[src/sv/pec_divider.sv]
// ---------------------------------------------------------------------------
// pec_divider: shared restoring divider with round half away from zero
// Divides an unsigned numerator by an unsigned divisor one bit per cycle.
// ---------------------------------------------------------------------------
module pec_divider #(
    parameter int NUM_W = 96,
    parameter int DEN_W = 64
) (
    input  logic             aclk,
    input  logic             aresetn,
    input  logic             start,
    input  logic [NUM_W-1:0] num,
    input  logic [DEN_W-1:0] den,
    output logic             done,
    output logic [NUM_W-1:0] quot
);

    localparam int CNT_W = $clog2(NUM_W + 1);

    logic [NUM_W-1:0] num_reg;
    logic [NUM_W-1:0] quot_reg;
    logic [DEN_W:0]   rem_reg;
    logic [DEN_W-1:0] den_reg;
    logic [CNT_W-1:0] cnt_reg;
    logic             busy_reg;
    logic             done_reg;
    logic [DEN_W:0]   shifted;
    logic             take;
    logic [DEN_W:0]   left;

    assign shifted = {rem_reg[DEN_W-1:0], num_reg[NUM_W-1]};
    assign take    = shifted >= {1'b0, den_reg};
    assign left    = {1'b0, den_reg} - rem_reg;

    always_ff @(posedge aclk) begin
        if (!aresetn) begin
            busy_reg <= 1'b0;
            done_reg <= 1'b0;
            cnt_reg  <= '0;
        end else begin
            done_reg <= 1'b0;
            if (start) begin
                busy_reg <= 1'b1;
                num_reg  <= num;
                den_reg  <= den;
                rem_reg  <= '0;
                quot_reg <= '0;
                cnt_reg  <= CNT_W'(NUM_W);
            end else if (busy_reg) begin
                if (cnt_reg != '0) begin
                    num_reg  <= num_reg << 1;
                    rem_reg  <= take ? shifted - {1'b0, den_reg} : shifted;
                    quot_reg <= {quot_reg[NUM_W-2:0], take};
                    cnt_reg  <= cnt_reg - 1'b1;
                end else begin
                    if (rem_reg >= left)
                        quot_reg <= quot_reg + 1'b1;
                    busy_reg <= 1'b0;
                    done_reg <= 1'b1;
                end
            end
        end
    end

    assign done = done_reg;
    assign quot = quot_reg;

endmodule

[config.mk]
export PLATFORM = sky130hd
export DESIGN_NAME = pec_divider
export DESIGN_NICKNAME = d
export VERILOG_FILES = /design/src/sv/pec_divider.sv
export SDC_FILE = /design/constraint.sdc
export NUM_CORES = 1
export LEC_CHECK = 0
export BUFFER_PORTS_ARGS = -buffer_cell sky130_fd_sc_hd__buf_2
export CORE_MARGIN = 5
export CORE_UTILIZATION = 60
export CTS_CLUSTER_DIAMETER = 50
export DETAILED_ROUTE_END_ITERATION = 8
export PLACE_DENSITY = 0.82
export REMOVE_ABC_BUFFERS = 1
export SYNTH_ARGS = -nofsm -noshare
export SYNTH_HDL_FRONTEND = slang
export SYNTH_SLANG_ARGS = --single-unit
[constraint.sdc]
create_clock -name aclk -period 35.7 [get_ports aclk]
set_clock_uncertainty 0.15 [all_clocks]
set_input_delay 3.57 -clock aclk [delete_from_list [all_inputs] [get_ports aclk]]
set_output_delay 3.57 -clock aclk [all_outputs]
set_load 0.005 [all_outputs]
==> results of run 1 <==
-- Yosys cell counts, types with 6 or more instances --
library cell,count,area share (%)
a2111oi_0,6,0.22
a211oi_1,45,1.4
a211oi_2,8,0.41
a21boi_0,10,0.31
a21o_1,90,2.8
a21oi_1,217,4.4
a31oi_1,31,0.79
and2_1,15,0.38
and3_1,15,0.38
and4_1,9,0.32
buf_2,8,0.16
buf_6,6,0.28
clkbuf_1,100,1.5
dfxtp_1,9,0.74
edfxtp_1,321,39
ha_1,195,10
inv_1,171,2.6
mux2_2,96,4.4
mux2i_1,51,2.1
nand2_1,212,3.3
nand2b_1,17,0.44
nand3_1,117,2.4
nand4_1,62,1.6
nor2_1,203,3.1
nor2b_1,19,0.49
nor3_1,48,0.98
nor3b_1,6,0.18
nor4_1,18,0.46
o211ai_1,20,0.62
o21a_1,12,0.37
o21ai_0,134,2.7
o21bai_1,21,0.65
o31ai_1,15,0.46
or2_2,6,0.15
or3_1,13,0.33
xnor2_1,92,3.3
xor2_1,56,2.0
-- final cells by class --
class | count | area, µm²
multi-input cells | 1951 | 13500
fillers | 3120 | 12700
flip-flops and latches | 330 | 9820
repair buffers | 271 | 1400
clock buffers | 54 | 1130
well taps | 525 | 657
inverters | 171 | 642
clock inverters | 23 | 186
diodes | 8 | 20.0
-- worst max-delay path, delay by kind of cell (launching register included) --
kind            cells  cell delay (ns)
compound gates     15             3.78
buf+inv             4             0.90
fa+ha+maj           3             0.88
simple gates        4             0.62
flops               1             0.42
mux                 1             0.29
xor+xnor            1             0.12
-- path summary, 6_finish.rpt --
check,cells after the start,from,to,slack [ns]
max reg2reg,28,den_reg[0]$_DFFE_PP_,quot[14]$_SDFFCE_PP0P_,28.17
max,28,den_reg[0]$_DFFE_PP_,quot[14]$_SDFFCE_PP0P_,28.17
min reg2reg,2,busy_reg$_SDFF_PN0_,done$_SDFF_PP0_,0.36
min,2,busy_reg$_SDFF_PN0_,done$_SDFF_PP0_,0.36
-- report_power, final --
group	internal (W)	switching (W)	leakage, nW
sequential	0.000474	0.0000371	3.15
clock	0.000234	0.000175	0.634
combinational	0.000187	0.000272	7.49
total	0.000894	0.000484	11.3
-- metal layers --
layer | part of all wire [%] | track usage [%] | vias up | routed length, µm
li1 | - | - | 9952 | -
met1 | 41 | 38.8 | 9975 | 27900
met2 | 46 | 47.3 | 948 | 31300
met3 | 8.9 | 6.99 | 183 | 6020
met4 | 3.9 | 10.8 | 22 | 2660
met5 | 0.20 | 0 | - | 137
-- cell families (layout without fill, tap and decap cells) --
group	count (synthesis)	in the layout
fa+ha+maj	197	197
xor+xnor	148	148
buf+inv	289	519
compound gates	676	676
mux	147	147
simple gates	783	783
flops	330	330
other cells	0	8
-- through the flow --
step	hold slack [ns]	setup slack, ns	instance area (µm²)
after floorplan	0.303	19.39	23900
after global routing	0.393	27.67	27300
after CTS	0.364	28.24	27300
after detailed placement	0.352	28.26	26000
after global placement	0.341	28.41	26000
final	0.365	28.17	27300
==> key figures, run 1 <==
Worst setup path
  – CP Max Fanout: 57
  – WP data required: 35.78 ns
  – Critical path endpoint category: register
  – CP max-delay cell: a41oi_1
  – Crit path kind: register to register
  – Arr. time, crit path: 7.61 ns
  – Critical Path Start Type: register
  – CP dominant cell by count: a21oi_1
  – Slowest stage delay, CP: 0.51 ns

Placed design
  – GP Congestion: 1.01
  – DP Wirelength: 50100 µm
  – Cell count after placement: 3248
  – Port buffer count: 259

Finish
  – Layout Nets: 3128
  – Most common cell after layout, fill and taps aside: edfxtp_1
  – Most frequent cells in the layout: edfxtp_1, buf_2, a21oi_1, nand2_1, nor2_1
  – Fin util: 68.3%
  – Cell Count, Final, Fillers Out: 3333
  – Layout cells sized above 1: 16.8%
  – Area delta synth->final: 12.0%

Synthesis
  – Mapped cell area: 0.0244 mm²
  – Mux share of post-synthesis cell area: 6.52%
  – Seq/Total Area, Yosys: 40.2%
  – Simple-gate share of the synthesized area: 15.4%
  – Post-synthesis register bit count: 330
  – Adder-Cell Fraction of Synth Area: 10.2%
  – Post-Synthesis Cells: 2570
  – XOR/XNOR Fraction of Synth Area: 5.31%
  – EDFF count, synth: 321
  – Ys async rst share: 0%
  – Post-synth top flop: edfxtp_1
  – Largest family of logic cells by synthesized area: compound AO/OA/AOI/OAI gates
  – Avg Synthesized Cell Area: 9.50 µm²
  – Compound-Gate Fraction of Synth Area: 17.7%
  – Yosys warns: 0
  – Yosys cell types: 80

Status
  – Status: finished clean

Drt
  – Remaining routing DRC violations: 0
  – Post-DR vias/cell: 6.32
  – Per-cell routed wire length: 20.4 µm
  – Starting DRT DRC Count: 2211
  – Final WL: 68100 µm
  – Via count: 21100
  – DR pass1 iterations: 6
  – Antenna Nets Post-Route: 0

Clocking
  – Hold buffers post-CTS: 0
  – H-tree depth: 2
  – Longest Clk Path Bufs: 3
  – CTS Buf Count: 43
  – Clock transition at path regs: 0.06 ns
  – TritonCTS clock tree: built
  – Clock root buffer: clkbuf_16
  – Sink Count: 330
  – Post-cts resize count: 0
  – Postcts setup bufs: 0
  – Worst-Skew Late Latency: 0.57 ns

Global route
  – Pin count of the biggest net entering global routing: 80
  – GRT Util Overall: 29.3%
  – Initial antenna violation count: 18
  – Grt ovf: 0
  – First-pass GRT wire length: 107000 µm
  – Vias in the first global route: 20100

Power
  – Pwr/cell area: 50.4 mW/mm²
  – Peak supply drop: 43.5 µV
  – Final Total Pwr: 0.00138 W
  – Leak: 11.3 nW

STA
  – Fin Setup TNS: 0 ns
  – Rel. slew slack: 35.0%
  – Max Freq: 133 MHz
  – Slew Limit Fails: 0
  – Slew @ Worst Pin: 0.975 ns
  – Min Tclk post-route: 7.53 ns
  – RSZ-0062 raised after global routing: no
  – Setup violators final: 0
  – Tcrit/Tclk final: 21.1%
  – Final Hold Fails: 0

Die
  – Initial cell density of the core: 61.0%
  – Core area: 0.0400 mm²
  – Full die area: 0.0448 mm²
  – Rows: 73
  – Die Height: 212 µm
  – Boundary Pins: 260
  – Chip Width: 212 µm

Min path
  – Worst hold path type: register to register

Job
  – MaxCap Viol Count: 0
Note: power is estimated with default switching activity, not from simulation.
==> inputs of run 2 (changes only) <==
==> constraint.sdc (replaced) <==
create_clock -name aclk -period 7.6 [get_ports aclk]
set_clock_uncertainty 0.15 [all_clocks]
set_input_delay 0.76 -clock aclk [delete_from_list [all_inputs] [get_ports aclk]]
set_output_delay 0.76 -clock aclk [all_outputs]
set_load 0.005 [all_outputs]
==> run 2 against run 1 <==
- critical path type unchanged
- cell area increased by 0.75%
- setup slack worse by 28 ns
- via count up 0.14%
- clock-buffer cell count shrank 1
- first-iteration DRC count fell by 4.6%
- sequential power increased to 4.7 times the previous value
- global-route usage is 0.21 points lower
- die area did not move
- critical path depth down 5
- fmax is 4.4% higher
==> key figures, run 2 (synthesized netlist as in run 1, its figures left out) <==
Worst setup path
  – Reg2reg path depth: 23
  – Critical R2R Launch: den_reg[1]$_DFFE_PP_
  – WP data required: 7.76 ns
  – Arr. time, crit path: 7.37 ns
  – CP Max Fanout: 56
  – Crit path kind: register to register
  – Critical path endpoint category: register
  – Worst Setup SP: den_reg[1]$_DFFE_PP_
  – Critical Path Start Type: register

Clocking
  – Sink Count: 330
  – Hold buffers post-CTS: 0
  – Longest Clk Path Bufs: 3
  – TritonCTS clock tree: built
  – Clock transition at path regs: 0.07 ns
  – Worst-Skew Late Latency: 0.59 ns
  – CTS Buf Count: 42
  – Clock root buffer: clkbuf_16
  – H-tree depth: 2

Die
  – Full die area: 0.0448 mm²
  – Die Height: 212 µm
  – Initial cell density of the core: 61.0%
  – Rows: 73
  – Chip Width: 212 µm
  – Core area: 0.0400 mm²
  – Boundary Pins: 260

Power
  – Leak: 11.4 nW
  – Peak supply drop: 224 µV
  – Pwr/cell area: 240 mW/mm²

Job
  – MaxCap Viol Count: 0

Min path
  – Worst hold path type: input port to register
  – Hold path cells: 1
  – HP Start: den[53]

STA
  – Tcrit/Tclk final: 94.9%
  – Slew Limit Fails: 0
  – Fin Setup TNS: 0 ns
  – Final Hold Fails: 0
  – Slew @ Worst Pin: 1.12 ns
  – Setup violators final: 0
  – WHS: 0.197 ns
  – RSZ-0062 raised after global routing: no
  – Max Freq: 139 MHz
  – Fin worst setup slack: 0.385 ns
  – Min Tclk post-route: 7.21 ns
  – Rel. slew slack: 25.1%

Finish
  – Layout cells sized above 1: 17.1%
  – Finished Cell Area: 0.0275 mm²
  – Layout Nets: 3131
  – Area delta synth->final: 12.8%
  – Most common cell after layout, fill and taps aside: edfxtp_1
  – Cell Count, Final, Fillers Out: 3339
  – Most frequent cells in the layout: edfxtp_1, buf_2, a21oi_1, nand2_1, nor2_1

Global route
  – Pin count of the biggest net entering global routing: 136
  – First-pass GRT wire length: 107000 µm
  – Grt ovf: 0
  – Vias in the first global route: 20300
  – Initial antenna violation count: 19
  – GRT Util Overall: 29.1%

Drt
  – Via count: 21100
  – Antenna Nets Post-Route: 0
  – Remaining routing DRC violations: 0
  – Per-cell routed wire length: 20.4 µm
  – Final WL: 68200 µm
  – Starting DRT DRC Count: 2110
  – Post-DR vias/cell: 6.32
  – DR pass1 iterations: 6

Placed design
  – Post-DP Area: 0.0260 mm²
  – Port buffer count: 259
  – DP Wirelength: 49800 µm
  – Cell count after placement: 3249
  – GP Congestion: 1.00
  – Pre-CTS WS: 0.338 ns

Status
  – Status: finished clean
## run 2: cell count changes in the layout (fill, tap and decap cells not counted), sizes merged
cell,before,now
diode,8,10
inv,178,176
a31oi,31,32
clkinvlp,4,1
clkinv,11,15
bufinv,1,3
clkbuf,55,54
buf,270,273
## run 2: layer usage
layer | track usage (%) | vias up | share of wire [%]
met5 | 0 | - | 0.15
met2 | 48.2 | 920 | 47
li1 | - | 9949 | -
met3 | 6.83 | 173 | 8.8
met1 | 38.1 | 10100 | 41
met4 | 9.33 | 16 | 3.2
## run 2: through the flow
step                      total power, W  utilization (%)
after detailed placement         0.00453             65.1
final                            0.00662             68.8
after global placement           0.00447             65.1
after CTS                        0.00660             68.7
after floorplan                  0.00396                -
after global routing             0.00696             68.8
## run 2: what timing repair did
| action | 4_1_cts | 5_1_grt |
|---|---|---|
| endpoints found under the hold margin | 0 | 0 |
| endpoints found under the setup margin | 0 | 68 |
| resized for setup | 0 | 2 |
| buffers inserted | 0 | 2 |
## run 2: final cells by class
class	instances	area (µm²)
Multi-Input combinational cell	1952	13500
Fill cell	3079	12500
Sequential cell	330	9820
Timing Repair Buffer	274	1440
Clock buffer	53	1180
Tap cell	525	657
Inverter	171	642
Clock inverter	24	269
Antenna cell	10	25.0
## run 2: path summary, 6_finish.rpt
| path | endpoint | slack (ns) |
|---|---|---|
| max reg2reg | quot[93]$_SDFFCE_PP0P_ | 0.39 |
| min reg2reg | done$_SDFF_PP0_ | 0.35 |
| max | quot[93]$_SDFFCE_PP0P_ | 0.39 |
| min | den_reg[53]$_DFFE_PP_ | 0.20 |
## run 2: report_power, final
group	leakage (nW)	internal [W]	total [W]	switching, W
logic	7.51	0.000882	0.00216	0.00128
registers	3.15	0.00223	0.00240	0.000175
clock network	0.706	0.00122	0.00206	0.000840
total	11.4	0.00433	0.00662	0.00229
## run 2: worst max-delay path: stages, from the launching register on
cell and delay, ns:
edfxtp_1 0.47, ha_1 0.32, nor2b_1 0.15, o21ai_0 0.17, o211ai_1 0.49, nand4_1 0.25
a2111oi_2 0.65, o21ai_1 0.20, a31oi_1 0.26, o2111a_1 0.28, o21ai_1 0.16, o21ai_0 0.24
xnor2_1 0.15, ha_1 0.26, nor2b_1 0.13, o21ai_0 0.25, nand2_1 0.12, or3_1 0.35
a211o_1 0.22, a2111oi_0 0.40, o31ai_1 0.13, mux2i_2 0.37, a31oi_4 0.34, buf_12 0.36
